## config.mk

```make
export PLATFORM = sky130hd
export DESIGN_NAME = histogram_with_mode_query_core
export DESIGN_NICKNAME = d
export VERILOG_FILES = /design/src/rtl/hwmq_pkg.sv /design/src/rtl/hwmq_front.sv /design/src/rtl/hwmq_queue.sv /design/src/rtl/hwmq_back.sv /design/src/rtl/histogram_with_mode_query_core.sv
export VERILOG_INCLUDE_DIRS = /design/src /design/src/rtl
export SDC_FILE = /design/constraint.sdc
export NUM_CORES = 2
export LEC_CHECK = 0
export BUFFER_PORTS_ARGS = -buffer_cell sky130_fd_sc_hd__buf_2
export CAP_MARGIN = 20
export CORE_UTILIZATION = 57
export CTS_CLUSTER_SIZE = 12
export DETAILED_ROUTE_END_ITERATION = 7
export GPL_ROUTABILITY_DRIVEN = 0
export PLACE_DENSITY = 0.76
export SLEW_MARGIN = 0
export SYNTH_ARGS = -nofsm -noshare
export SYNTH_HDL_FRONTEND = slang
export SYNTH_SLANG_ARGS = --single-unit
export TNS_END_PERCENT = 20
```

## constraint.sdc

```tcl
create_clock -name clk -period 5.8 [get_ports clk]
set_input_delay 0.29 -clock clk [delete_from_list [all_inputs] [get_ports clk]]
set_output_delay 0.29 -clock clk [all_outputs]
set_load 0.02 [all_outputs]
```

## src/rtl/histogram_with_mode_query_core_assert.svh

```systemverilog
// Assertion macros for the histogram RTL; only hwmq_back includes them.
// Each macro samples on clk and is disabled while arst_n is low.
`ifndef HISTOGRAM_WITH_MODE_QUERY_CORE_ASSERT_SVH
`define HISTOGRAM_WITH_MODE_QUERY_CORE_ASSERT_SVH

// Check that a condition holds at every clock edge.
`define HWMQ_ASSERT(label, expr, msg) \
	label: assert property (@(posedge clk) disable iff (!arst_n) (expr)) else $error(msg);

// Check that a consequent holds in the same cycle as its antecedent.
`define HWMQ_ASSERT_IMP(label, ante, cons, msg) \
	label: assert property (@(posedge clk) disable iff (!arst_n) (ante) |-> (cons)) else $error(msg);

`endif

```

## src/rtl/hwmq_pkg.sv

```systemverilog
`timescale 1ns / 1ps

package hwmq_pkg;

	// Store geometry
	localparam int NUM_BINS    = 64;
	localparam int COUNT_WIDTH = 32;
	localparam int BIN_AW      = $clog2(NUM_BINS);
	localparam int USE_W       = $clog2(NUM_BINS + 1);

	// Fixed field widths
	localparam int REQ_W = 3;
	localparam int IDX_W = 6;
	localparam int ERR_W = 2;

	// Command queue depth between front and back
	localparam int QDEPTH = 2;

	// Request codes
	localparam logic [REQ_W-1:0] REQ_ADD_SAMPLE = 3'd0;
	localparam logic [REQ_W-1:0] REQ_ADD_AMOUNT = 3'd1;
	localparam logic [REQ_W-1:0] REQ_SUB_AMOUNT = 3'd2;
	localparam logic [REQ_W-1:0] REQ_QUERY      = 3'd3;
	localparam logic [REQ_W-1:0] REQ_CLEAR      = 3'd4;

	// Error codes
	localparam logic [ERR_W-1:0] ERR_OK        = 2'd0;
	localparam logic [ERR_W-1:0] ERR_UNDERFLOW = 2'd1;
	localparam logic [ERR_W-1:0] ERR_OVERFLOW  = 2'd2;

	// Command kinds after classification
	localparam int KIND_W = 3;
	typedef logic [KIND_W-1:0] kind_t;
	localparam kind_t CK_ADD     = 3'd0;
	localparam kind_t CK_SUB     = 3'd1;
	localparam kind_t CK_QUERY   = 3'd2;
	localparam kind_t CK_CLEAR   = 3'd3;
	localparam kind_t CK_OUTSIDE = 3'd4;

	// A count; the amount field shares this width
	typedef logic [COUNT_WIDTH-1:0] count_t;

	// One classified command in the queue
	typedef struct packed {
		kind_t              kind;
		logic [IDX_W-1:0]   idx;
		count_t             amount;
	} cmd_t;

endpackage

```

## src/rtl/hwmq_front.sv

```systemverilog
`timescale 1ns / 1ps

module hwmq_front import hwmq_pkg::*; (
	input  logic             in_valid,
	output logic             in_ready,
	input  logic [REQ_W-1:0] req_type,
	input  logic [IDX_W-1:0] bin_index,
	input  count_t           amount,
	output logic             push_valid,
	input  logic             push_ready,
	output cmd_t             push_cmd
);

	logic known;
	logic outside;

	// Flag a class beyond the store
	assign outside = ({1'b0, bin_index} >= (IDX_W + 1)'(NUM_BINS));

	// Classify the request into a command kind
	always_comb begin
		known           = 1'b1;
		push_cmd.idx    = bin_index;
		push_cmd.amount = amount;
		push_cmd.kind   = CK_ADD;
		unique case (req_type)
			REQ_ADD_SAMPLE: begin
				push_cmd.kind   = outside ? CK_OUTSIDE : CK_ADD;
				push_cmd.amount = count_t'(1);
			end
			REQ_ADD_AMOUNT: push_cmd.kind = outside ? CK_OUTSIDE : CK_ADD;
			REQ_SUB_AMOUNT: push_cmd.kind = outside ? CK_OUTSIDE : CK_SUB;
			REQ_QUERY:      push_cmd.kind = CK_QUERY;
			REQ_CLEAR:      push_cmd.kind = CK_CLEAR;
			default:        known = 1'b0;
		endcase
	end

	// Accept whenever the queue has room; drop unknown requests
	assign in_ready   = push_ready;
	assign push_valid = in_valid && known;

endmodule

```

## src/rtl/hwmq_queue.sv

```systemverilog
`timescale 1ns / 1ps

module hwmq_queue import hwmq_pkg::*; (
	input  logic clk,
	input  logic arst_n,
	input  logic push_valid,
	output logic push_ready,
	input  cmd_t push_cmd,
	output logic pop_valid,
	input  logic pop_ready,
	output cmd_t pop_cmd
);

	localparam int QPTR_W = (QDEPTH > 1) ? $clog2(QDEPTH) : 1;
	localparam int QCNT_W = $clog2(QDEPTH + 1);

	cmd_t              entry_q [QDEPTH];
	logic [QPTR_W-1:0] wr_ptr_q;
	logic [QPTR_W-1:0] rd_ptr_q;
	logic [QCNT_W-1:0] cnt_q;
	logic              do_push;
	logic              do_pop;

	assign push_ready = (cnt_q != QCNT_W'(QDEPTH));
	assign pop_valid  = (cnt_q != '0);
	assign pop_cmd    = entry_q[rd_ptr_q];
	assign do_push    = push_valid && push_ready;
	assign do_pop     = pop_valid && pop_ready;

	// Store pushed commands
	always_ff @(posedge clk) begin
		if (do_push) begin
			entry_q[wr_ptr_q] <= push_cmd;
		end
	end

	// Advance pointers and fill count
	always_ff @(posedge clk or negedge arst_n) begin
		if (!arst_n) begin
			wr_ptr_q <= '0;
			rd_ptr_q <= '0;
			cnt_q    <= '0;
		end else begin
			if (do_push) begin
				wr_ptr_q <= (wr_ptr_q == QPTR_W'(QDEPTH - 1)) ? '0 : wr_ptr_q + QPTR_W'(1);
			end
			if (do_pop) begin
				rd_ptr_q <= (rd_ptr_q == QPTR_W'(QDEPTH - 1)) ? '0 : rd_ptr_q + QPTR_W'(1);
			end
			if (do_push && !do_pop) begin
				cnt_q <= cnt_q + QCNT_W'(1);
			end else if (do_pop && !do_push) begin
				cnt_q <= cnt_q - QCNT_W'(1);
			end
		end
	end

endmodule

```

## src/rtl/hwmq_back.sv

```systemverilog
`timescale 1ns / 1ps
`include "histogram_with_mode_query_core_assert.svh"

module hwmq_back import hwmq_pkg::*; (
	input  logic             clk,
	input  logic             arst_n,
	input  logic             pop_valid,
	output logic             pop_ready,
	input  cmd_t             pop_cmd,
	output logic             out_valid,
	input  logic             out_ready,
	output logic [IDX_W-1:0] class_index,
	output count_t           class_count,
	output count_t           total_samples,
	output logic             last,
	output logic             none_found,
	output logic [ERR_W-1:0] error_flag
);

	localparam logic [2:0] ST_IDLE   = 3'd0;
	localparam logic [2:0] ST_UPD    = 3'd1;
	localparam logic [2:0] ST_SINGLE = 3'd2;
	localparam logic [2:0] ST_SCAN   = 3'd3;
	localparam logic [2:0] ST_P2_RD  = 3'd4;
	localparam logic [2:0] ST_P2_CMP = 3'd5;

	logic [2:0]        state_q;
	cmd_t              cmd_q;
	count_t            mem [NUM_BINS];
	logic [NUM_BINS-1:0] vld_q;
	count_t            rd_data_s1;
	logic              rd_bit_s1;
	logic              rd_vld_s1;
	logic [BIN_AW-1:0] rd_idx_s1;
	count_t            total_q;
	logic [USE_W-1:0]  inuse_q;
	count_t            best_q;
	logic [BIN_AW-1:0] last_idx_q;
	logic [USE_W-1:0]  ra_q;

	logic              out_vld_q;
	logic [IDX_W-1:0]  class_index_q;
	count_t            class_count_q;
	count_t            total_samples_q;
	logic              last_q;
	logic              none_found_q;
	logic [ERR_W-1:0]  error_flag_q;

	logic              rd_en;
	logic [BIN_AW-1:0] rd_addr;
	logic              out_free;
	count_t            eff;
	logic [COUNT_WIDTH:0] bin_sum;
	logic [COUNT_WIDTH:0] tot_sum;
	logic              is_add;
	logic              bin_ovf;
	logic              tot_ovf;
	logic              bin_unf;
	logic              tot_unf;
	count_t            new_bin;
	count_t            new_tot;
	logic [ERR_W-1:0]  new_err;
	logic [USE_W-1:0]  idx_plus;
	logic [USE_W-1:0]  new_use;
	logic              match;
	logic              is_last;

	assign pop_ready = (state_q == ST_IDLE);
	assign out_free  = !out_vld_q || out_ready;
	assign eff       = rd_bit_s1 ? rd_data_s1 : '0;

	// Choose the read address for the bin memory
	always_comb begin
		rd_en   = 1'b0;
		rd_addr = pop_cmd.idx[BIN_AW-1:0];
		unique case (state_q)
			ST_IDLE: begin
				rd_en = pop_valid && (pop_cmd.kind == CK_ADD || pop_cmd.kind == CK_SUB);
			end
			ST_SCAN: begin
				rd_en   = (ra_q < inuse_q);
				rd_addr = ra_q[BIN_AW-1:0];
			end
			ST_P2_RD: begin
				rd_en   = 1'b1;
				rd_addr = ra_q[BIN_AW-1:0];
			end
			default: rd_en = 1'b0;
		endcase
	end

	// Work out the saturating update of one bin and the total
	always_comb begin
		is_add   = (cmd_q.kind == CK_ADD);
		bin_sum  = {1'b0, eff} + {1'b0, cmd_q.amount};
		tot_sum  = {1'b0, total_q} + {1'b0, cmd_q.amount};
		bin_ovf  = bin_sum[COUNT_WIDTH];
		tot_ovf  = tot_sum[COUNT_WIDTH];
		bin_unf  = (cmd_q.amount > eff);
		tot_unf  = (cmd_q.amount > total_q);
		if (is_add) begin
			new_bin = bin_ovf ? '1 : bin_sum[COUNT_WIDTH-1:0];
			new_tot = tot_ovf ? '1 : tot_sum[COUNT_WIDTH-1:0];
			new_err = (bin_ovf || tot_ovf) ? ERR_OVERFLOW : ERR_OK;
		end else begin
			new_bin = bin_unf ? '0 : eff - cmd_q.amount;
			new_tot = tot_unf ? '0 : total_q - cmd_q.amount;
			new_err = (bin_unf || tot_unf) ? ERR_UNDERFLOW : ERR_OK;
		end
		idx_plus = USE_W'(cmd_q.idx[BIN_AW-1:0]) + USE_W'(1);
		new_use  = (is_add && (inuse_q < idx_plus)) ? idx_plus : inuse_q;
	end

	assign match   = (eff == best_q);
	assign is_last = (ra_q[BIN_AW-1:0] == last_idx_q);

	// Bin memory with registered read; write back on an update
	always_ff @(posedge clk) begin
		if (state_q == ST_UPD && out_free) begin
			mem[cmd_q.idx[BIN_AW-1:0]] <= new_bin;
		end
		if (rd_en) begin
			rd_data_s1 <= mem[rd_addr];
			rd_bit_s1  <= vld_q[rd_addr];
			rd_idx_s1  <= rd_addr;
		end
	end

	// Hold the command under execution
	always_ff @(posedge clk) begin
		if (state_q == ST_IDLE && pop_valid) begin
			cmd_q <= pop_cmd;
		end
	end

	// Sequence the commands and keep the store state
	always_ff @(posedge clk or negedge arst_n) begin
		if (!arst_n) begin
			state_q    <= ST_IDLE;
			vld_q      <= '0;
			total_q    <= '0;
			inuse_q    <= '0;
			best_q     <= '0;
			last_idx_q <= '0;
			ra_q       <= '0;
			rd_vld_s1  <= 1'b0;
		end else begin
			rd_vld_s1 <= (state_q == ST_SCAN) && rd_en;
			unique case (state_q)
				ST_IDLE: begin
					if (pop_valid) begin
						unique case (pop_cmd.kind) inside
							CK_ADD, CK_SUB: state_q <= ST_UPD;
							CK_QUERY: begin
								best_q  <= '0;
								ra_q    <= '0;
								state_q <= (inuse_q == '0) ? ST_SINGLE : ST_SCAN;
							end
							CK_CLEAR: begin
								vld_q   <= '0;
								total_q <= '0;
								inuse_q <= '0;
								state_q <= ST_SINGLE;
							end
							default: state_q <= ST_SINGLE;
						endcase
					end
				end
				ST_UPD: begin
					if (out_free) begin
						vld_q[cmd_q.idx[BIN_AW-1:0]] <= 1'b1;
						total_q <= new_tot;
						inuse_q <= new_use;
						state_q <= ST_IDLE;
					end
				end
				ST_SINGLE: begin
					if (out_free) begin
						state_q <= ST_IDLE;
					end
				end
				ST_SCAN: begin
					if (rd_en) begin
						ra_q <= ra_q + USE_W'(1);
					end
					// Track the highest count and the last bin that holds it
					if (rd_vld_s1) begin
						if (eff > best_q) begin
							best_q     <= eff;
							last_idx_q <= rd_idx_s1;
						end else if (eff == best_q) begin
							last_idx_q <= rd_idx_s1;
						end
					end else if (!rd_en) begin
						ra_q    <= '0;
						state_q <= ST_P2_RD;
					end
				end
				ST_P2_RD: state_q <= ST_P2_CMP;
				ST_P2_CMP: begin
					if (!match) begin
						ra_q    <= ra_q + USE_W'(1);
						state_q <= ST_P2_RD;
					end else if (out_free) begin
						ra_q    <= ra_q + USE_W'(1);
						state_q <= is_last ? ST_IDLE : ST_P2_RD;
					end
				end
				default: state_q <= ST_IDLE;
			endcase
		end
	end

	// Load the result register
	always_ff @(posedge clk) begin
		if (out_free) begin
			unique case (state_q)
				ST_UPD: begin
					class_index_q   <= cmd_q.idx;
					class_count_q   <= new_bin;
					total_samples_q <= new_tot;
					last_q          <= 1'b1;
					none_found_q    <= (new_use == '0);
					error_flag_q    <= new_err;
				end
				ST_SINGLE: begin
					class_index_q   <= (cmd_q.kind == CK_OUTSIDE) ? cmd_q.idx : '0;
					class_count_q   <= '0;
					total_samples_q <= total_q;
					last_q          <= 1'b1;
					none_found_q    <= (inuse_q == '0);
					error_flag_q    <= ERR_OK;
				end
				ST_P2_CMP: begin
					class_index_q   <= IDX_W'(ra_q[BIN_AW-1:0]);
					class_count_q   <= best_q;
					total_samples_q <= total_q;
					last_q          <= is_last;
					none_found_q    <= 1'b0;
					error_flag_q    <= ERR_OK;
				end
				default: ;
			endcase
		end
	end

	// Raise valid when a result is loaded; drop it once taken
	always_ff @(posedge clk or negedge arst_n) begin
		if (!arst_n) begin
			out_vld_q <= 1'b0;
		end else if (out_free && (state_q == ST_UPD || state_q == ST_SINGLE ||
				(state_q == ST_P2_CMP && match))) begin
			out_vld_q <= 1'b1;
		end else if (out_ready) begin
			out_vld_q <= 1'b0;
		end
	end

	assign out_valid     = out_vld_q;
	assign class_index   = class_index_q;
	assign class_count   = class_count_q;
	assign total_samples = total_samples_q;
	assign last          = last_q;
	assign none_found    = none_found_q;
	assign error_flag    = error_flag_q;

	`HWMQ_ASSERT(a_use_bound, inuse_q <= USE_W'(NUM_BINS), "bins in use beyond store")
	`HWMQ_ASSERT_IMP(a_upd_after_idle, state_q == ST_UPD, $past(state_q) == ST_IDLE || $past(state_q) == ST_UPD, "update without read")
	`HWMQ_ASSERT_IMP(a_scan_bound, state_q == ST_SCAN, ra_q <= inuse_q, "scan ran past bins in use")
	`HWMQ_ASSERT_IMP(a_emit_bound, state_q == ST_P2_RD || state_q == ST_P2_CMP, ra_q <= USE_W'(last_idx_q), "report pass ran past last tie")

endmodule

```

## src/rtl/histogram_with_mode_query_core.sv

```systemverilog
`timescale 1ns / 1ps
// Channel  Handshake              Payload
// input    in_valid / in_ready    req_type, bin_index, amount
// output   out_valid / out_ready  class_index, class_count, total_samples, last,
//                                 none_found, error_flag
// A two-entry command queue parts the front from the executing back end, so input
// is taken while the back end works or a result waits.
// Update: queue, registered bin read, then write back and result. Clear and
// single results: queue, then result. Query over the bins in use: a maximum
// search, then a second pass that re-reads each bin up to the last tied class;
// the bin memory has a single read port.
// Reset clears all bins at once through per-bin valid bits; there is no clearing pass.
// A stalled output holds the back end; the queue then fills and drops in_ready.

module histogram_with_mode_query_core import hwmq_pkg::*; (
	input  logic             clk,
	input  logic             arst_n,
	input  logic             in_valid,
	output logic             in_ready,
	input  logic [REQ_W-1:0] req_type,
	input  logic [IDX_W-1:0] bin_index,
	input  count_t           amount,
	output logic             out_valid,
	input  logic             out_ready,
	output logic [IDX_W-1:0] class_index,
	output count_t           class_count,
	output count_t           total_samples,
	output logic             last,
	output logic             none_found,
	output logic [ERR_W-1:0] error_flag
);

	logic push_valid;
	logic push_ready;
	cmd_t push_cmd;
	logic pop_valid;
	logic pop_ready;
	cmd_t pop_cmd;

	// Classify incoming requests
	hwmq_front u_front (
		.in_valid   (in_valid),
		.in_ready   (in_ready),
		.req_type   (req_type),
		.bin_index  (bin_index),
		.amount     (amount),
		.push_valid (push_valid),
		.push_ready (push_ready),
		.push_cmd   (push_cmd)
	);

	// Buffer commands between front and back
	hwmq_queue u_queue (
		.clk        (clk),
		.arst_n     (arst_n),
		.push_valid (push_valid),
		.push_ready (push_ready),
		.push_cmd   (push_cmd),
		.pop_valid  (pop_valid),
		.pop_ready  (pop_ready),
		.pop_cmd    (pop_cmd)
	);

	// Execute commands against the store
	hwmq_back u_back (
		.clk           (clk),
		.arst_n        (arst_n),
		.pop_valid     (pop_valid),
		.pop_ready     (pop_ready),
		.pop_cmd       (pop_cmd),
		.out_valid     (out_valid),
		.out_ready     (out_ready),
		.class_index   (class_index),
		.class_count   (class_count),
		.total_samples (total_samples),
		.last          (last),
		.none_found    (none_found),
		.error_flag    (error_flag)
	);

endmodule

```

Word level (Yosys, flattened, before mapping):

Memory sizes are Yosys's and may differ from the RTL's. A register that Yosys moved wholly into a read port is not among the register bits.
Index checks and enable logic that the tools add are counted.

* add/subtract/negate cells: 10
* order comparisons: 8
* eq/ne operators: 26
* multiplexer cells: 74
* bitwise operators: 1
* reduce and logical (&&, ||, !) cells: 50

Operators with widths (number)
* two-way mux 32 bit: 15
* two-way mux 64 bit: 3
* case mux 32 bit (2 select lines): 3
* case mux 64 bit (2 select lines): 1
* greater-than comparator 32 bit: 3
* case mux 32 bit (3 select lines): 1
* two-way mux 7 bit: 11
* adder 32 x 32 -> 33 bit: 2
* bitwise OR 64 bit: 1
* subtractor 32 bit: 2
* equality test 32 bit: 1
* two-way mux 6 bit: 4
* two-way mux 3 bit: 7
* case mux 7 bit (3 select lines): 1
* equality test 3 x 2 -> 1 bit, second input constant: 6
* case mux 6 bit (3 select lines): 1
* nonzero test 2 bit: 8
* case mux 3 bit (5 select lines): 1
* zero test 7 bit: 2
* < comparator 6 x 7 -> 1 bit, second input constant: 2
* < comparator 7 bit: 2
* case mux 7 bit (2 select lines): 1
* two-way mux 1 bit: 13
* equality test 3 bit, second input constant: 4
* 30 further kinds: 74

* flip-flop bits (word level): 279
* bits in writable memories: 2128
* input port bits: 45
* memories kept: 2

Memory list
* u_back.mem: depth 64, width 32, rd ports 1, clocked after Yosys merged registers in 1, wr ports 1, line hwmq_back.sv:29 `count_t mem [NUM_BINS];`
* u_queue.entry_q: depth 2, width 40, rd ports 1, clocked after Yosys merged registers in 0, wr ports 1, line hwmq_queue.sv:17 `cmd_t entry_q [QDEPTH];`

Longest topological paths before layout:

* depth in word-level cells: 9
* mapped depth: 18
* depth with buffers taken out: 15

Modules after synthesis:

A second synthesis with hierarchy kept.

* cells, all modules: 6289
* area, all modules: 104335.1 µm²

By module, submodules not included
* hwmq_back: instances 1, cells an instance 6092, area each 100612.7 µm², seq. area each 69952.1 µm²
* hwmq_queue: instances 1, cells an instance 146, area each 3355.7 µm², seq. area each 2562.5 µm²
* hwmq_front: instances 1, cells an instance 51, area each 366.6 µm², seq. area each 0.0 µm²

Worst setup path after synthesis:

Ideal clock, no wire load.

* path kind: flip-flop to flip-flop
* from: register u_back.rd_bit_s1
* to: memory u_back.mem[0][20] (netlist bit), data pin
* setup time: 702 ps
* arrival time: 5720 ps
* required time: 5098 ps
* slack: -621 ps
* stages on the path, launching flop included: 17
* buffers on the path: 4
* period minus slack after synthesis: 6421 ps
* cells stage by stage: edfxtp_1 > buf_2 > buf_1 > nand2_1 > inv_1 > ha_1 > clkbuf_1 > or3_1 > nor3_1 > nand2_1 > a211oi_1 > nor2_1 > o31a_2 > o21ai_1 > buf_2 > nor2_1 > o21ai_0

* longest elaborated chain between the ends: 4

Ends and longest elaborated chain
* from (decl): line hwmq_back.sv:32 `logic rd_bit_s1;`
* from (signal assigned): line hwmq_back.sv:124 `rd_bit_s1 <= vld_q[rd_addr];`
* two-way mux 32 bit (*): line hwmq_back.sv:70 `assign eff = rd_bit_s1 ? rd_data_s1 : '0;`
* subtractor 32 bit (tied with other cells): line hwmq_back.sv:106 `new_bin = bin_unf ? '0 : eff - cmd_q.amount;`
* two-way mux 32 bit, on equally long branches: line hwmq_back.sv:106, hwmq_back.sv:102
* two-way mux 32 bit (*): line hwmq_back.sv:101 `if (is_add) begin`
* named net u_back.new_bin[20]: line hwmq_back.sv:60 `count_t new_bin;`
* to (decl): line hwmq_back.sv:29

The timed path passes the listed nets; every way through them passes the cells marked *.

Worst setup path in the final report:

* from: register u_back.rd_bit_s1
* to: memory u_back.mem[17][8] (netlist bit), data pin

Same word-level chain as after synthesis.

==> out/results.ini <==
[layout]
finish.net_count=6812
post-route-util=0.6478
area_used_by_multi_input_combinational_logic_um2=29480
regArea_um2=72430
stdcell_count=9127
syn_to_final_growth_pct=12.37
n_fill_cell=11682
post_route_cells_drive_above_1_share=0.2044
mostFrequentLayoutCell=edfxtp_1
most-common-layout-cells=edfxtp_1, nand2_1, mux4_2

[global_routing]
first_global_vias=62305
global_route_wire_length_before_repair_mm=428.0
grtUsageTotal=0.3250
gr-total-overflow=0
largest_net_degree_at_the_start_of_global_routing=123
antenna_found_initial=16

[floorplan]
core-area_um2=179400
floorplan.die.width_um=428.0
dieArea_um2=183100
die_y_um=428.0
top_level_ports=121
initial_core_utilization=0.5765
standard_cell_row_count=155

[critical_path]
crit_buf_inv=3
critical_path.max_fanout=37
critPathTopFamily=compound AO/OA/AOI/OAI gates
timing.critical_path.slowest_cell_delay_ns=0.69
cp_data_required_time_ns=6.46
startpoint=u_back.rd_bit_s1
cpMaxStageDelayCell=nor2_4
setup.worst_path.end_class=flop
critPathMostFrequentCell=nand2_1
worst-setup-path-type=reg2reg
endpoint_arrival_time_on_the_critical_path_ns=6.25
crit_path_cell_trace=buf_12 -> nand2_1 -> inv_1 -> ha_1 -> or3_1 -> nor3_1 -> nand2_1 -> a211oi_1 -> nor2_1 -> o31a_2 -> o21a_2 -> a311oi_1 -> a31oi_1 -> nor2_4 -> buf_4
crit_path_start_kind=flop
worstReg2RegStart=u_back.rd_bit_s1

[sta]
slew-limit-headroom=0.1379
worst_pin_slew_ns=1.284
clock-skew-final_ns=0.05254
final-hold-violation-count=0
timing.final.setup_violations=0
post_route_fraction_of_the_period_consumed_by_the_critical_path=0.9624
min_period_ns=5.582
drv_slew=0
maxClockFrequency_mhz=179.2
rsz_0062_raised_after_global_routing=no

[synthesis]
yosysWarningCount=0
ys_ff_latch=2438
synth.yosys.seq_area_share=0.7003
number_of_enable_type_register_cells_in_the_synthesized_netlist=2281
synthesis.instances=6317
synth_async_sr_flop_share=0.06440
synth_top_area_share=0.6623
net_count_synth=6541
synth.distinct_cells=93
netlist.top_cell.by_area=edfxtp_1
synth_flop_cell=edfxtp_1
synthesis.area_um2=103400
netlist_top_cells_area=edfxtp_1, mux4_2, dfrtp_1, nand2_1, ha_1
post_synth.cell_area_avg_um2=16.37

[place]
dp.cells=8651
place_hpwl_mm=174.2
placement.io_buffers=120

[outcome]
failing_checks=DRC
run_status=complete, but fails checks

[clock_tree]
ctsLongestPathBuffers=3
worstSkewPairLatency_ns=0.89
clock_sinks=2438
cts.clk_slew.worst_paths_ns=0.06
tritoncts.num_buffers=239
cts.htree.levels=4
clk_root_buffer_cell=clkbuf_16
post_cts.resized_instances=0
cts_tree=built

[routing]
drt_wl_total_mm=299.6
drt_iter0_drc=10390
route.antenna.remaining_nets=0
drc_errors=2
route.detailed.vias_per_inst=6.922
first_pass_iters=8
via_count=63180
drt-wirelength-per-cell_um=32.83

[hold_path]
hp_class=in2reg
min-delay-start=out_ready

[flow_run]
maxCapViolCount=0

[pwr]
ir_drop_mv=0.5188
power_density_cells_nw_per_um2=641.1
total_leakage_power_nw=40.09

flip-flops by register name (all words and copies together), names as in the netlist, 2 cells and up:
name                  cells
u_back.cmd_q             40
u_back.class_index        6
u_queue.cnt_q             2
u_back.total_samples     32
u_back.best_q            32
u_back.rd_data_s1        32
u_back.state_q            3
u_back.total_q           32
u_back.inuse_q            7
u_back.mem             2048
u_back.rd_idx_s1          6
u_back.error_flag         2
u_back.class_count       32
u_back.vld_q             64
u_back.ra_q               7
u_queue.entry_q          80
u_back.last_idx_q         6
worst register-to-register path: stages (launching register included):
cell	delay, ns
edfxtp_1	0.43
buf_12	0.21
nand2_1	0.11
inv_1	0.10
ha_1	0.44
or3_1	0.44
nor3_1	0.32
nand2_1	0.13
a211oi_1	0.55
nor2_1	0.16
o31a_2	0.42
o21a_2	0.38
a311oi_1	0.34
a31oi_1	0.21
nor2_4	0.69
buf_4	0.42
worst paths after layout:
check	to	slack (ns)	cells past startpoint
max	u_back.mem[17][8]	0.22	15
min	u_back.last	0.07	3
max reg2reg	u_back.mem[17][8]	0.22	15
min reg2reg	u_back.last_idx_q[0]	0.47	1
max in group asynchronous	u_back.vld_q[47]	4.37	4
min in group asynchronous	u_back.total_q[2]	0.47	4
per-stage QoR:
stage	hold WS [ns]	area [um2]	setup WS, ns	power, mW	setup TNS [ns]
final	0.07354	116200	0.2183	74.50	0
after global routing	0.06522	116200	0.08800	76.88	0
after CTS	0.03727	116100	0.3454	73.62	0
after detailed placement	0.2341	108400	0.4183	59.07	0
after global placement	0.2343	108300	0.4667	58.22	0
after floorplan	-0.005591	103400	-0.3614	47.40	-43.35
metal layers:
metal / track usage / up-vias / share of wire
met3: 0.06942 / 963 / 0.12
met5: 0 / - / 0.00019
met4: 0.2039 / 8 / 0.070
li1: - / 25371 / -
met1: 0.4190 / 31764 / 0.34
met2: 0.5083 / 5074 / 0.47
repair_timing:
action,CTS,global route
endpoints found under the setup margin,0,31
hold endpoints to repair,244,0
setup buffers,0,0
hold buffers,45,0
report_power, final:
part	switching [mW]	total [mW]	internal, mW
clock network	6.58	14.6	7.99
logic	22.1	32.6	10.5
registers	1.03	27.3	26.3
synthesized netlist by cell type, types with 12 or more instances:
cell type and count:
nor2_1 362, o31ai_1 29, a211oi_1 98, mux2i_1 79, a21oi_1 210, o21ai_0 180
clkbuf_1 243, buf_1 49, buf_6 18, a311oi_1 37, nand4_1 27, nor4_1 19
a22o_1 18, buf_4 24, nor2b_1 56, a21o_1 40, nand2b_1 20, o211ai_1 23
mux4_2 522, dfrtp_1 157, and3_1 81, o21bai_1 16, nor3_1 54, nand3_1 254
o21a_1 20, ha_1 175, inv_1 178, xor2_1 12, xnor2_1 28, nand2_1 612
edfxtp_1 2281, mux2_2 51, o22ai_1 24, buf_2 45, or3_1 17, a31oi_1 65
cell families (layout without fill, tap and decap cells):
| kind of cell | after synthesis | in the layout | share of synthesized area |
|---|---|---|---|
| DFF | 2438 | 2438 | 0.7003 |
| and+or+nand+nor | 1554 | 1555 | 0.06729 |
| AOI/OAI and AO/OA | 891 | 891 | 0.05678 |
| muxes | 653 | 653 | 0.1271 |
| buffers and inverters | 561 | 994 | 0.02311 |
| adders and majority gates | 180 | 180 | 0.02204 |
| xor gates and xnor gates | 40 | 40 | 0.003388 |
| other | 0 | 21 | 0 |
layout make-up:
cell class                      instances  share of cell area
Sequential cell                      2438              0.6232
Multi-Input combinational cell       3319              0.2537
Clock buffer                          348             0.05603
Timing Repair Buffer                  408             0.02908
Tap cell                             2355             0.02536
Inverter                              182            0.006169
Clock inverter                         56            0.005986
Antenna cell                           21           0.0004522
No activity file was read; power rests on OpenSTA's default activity.
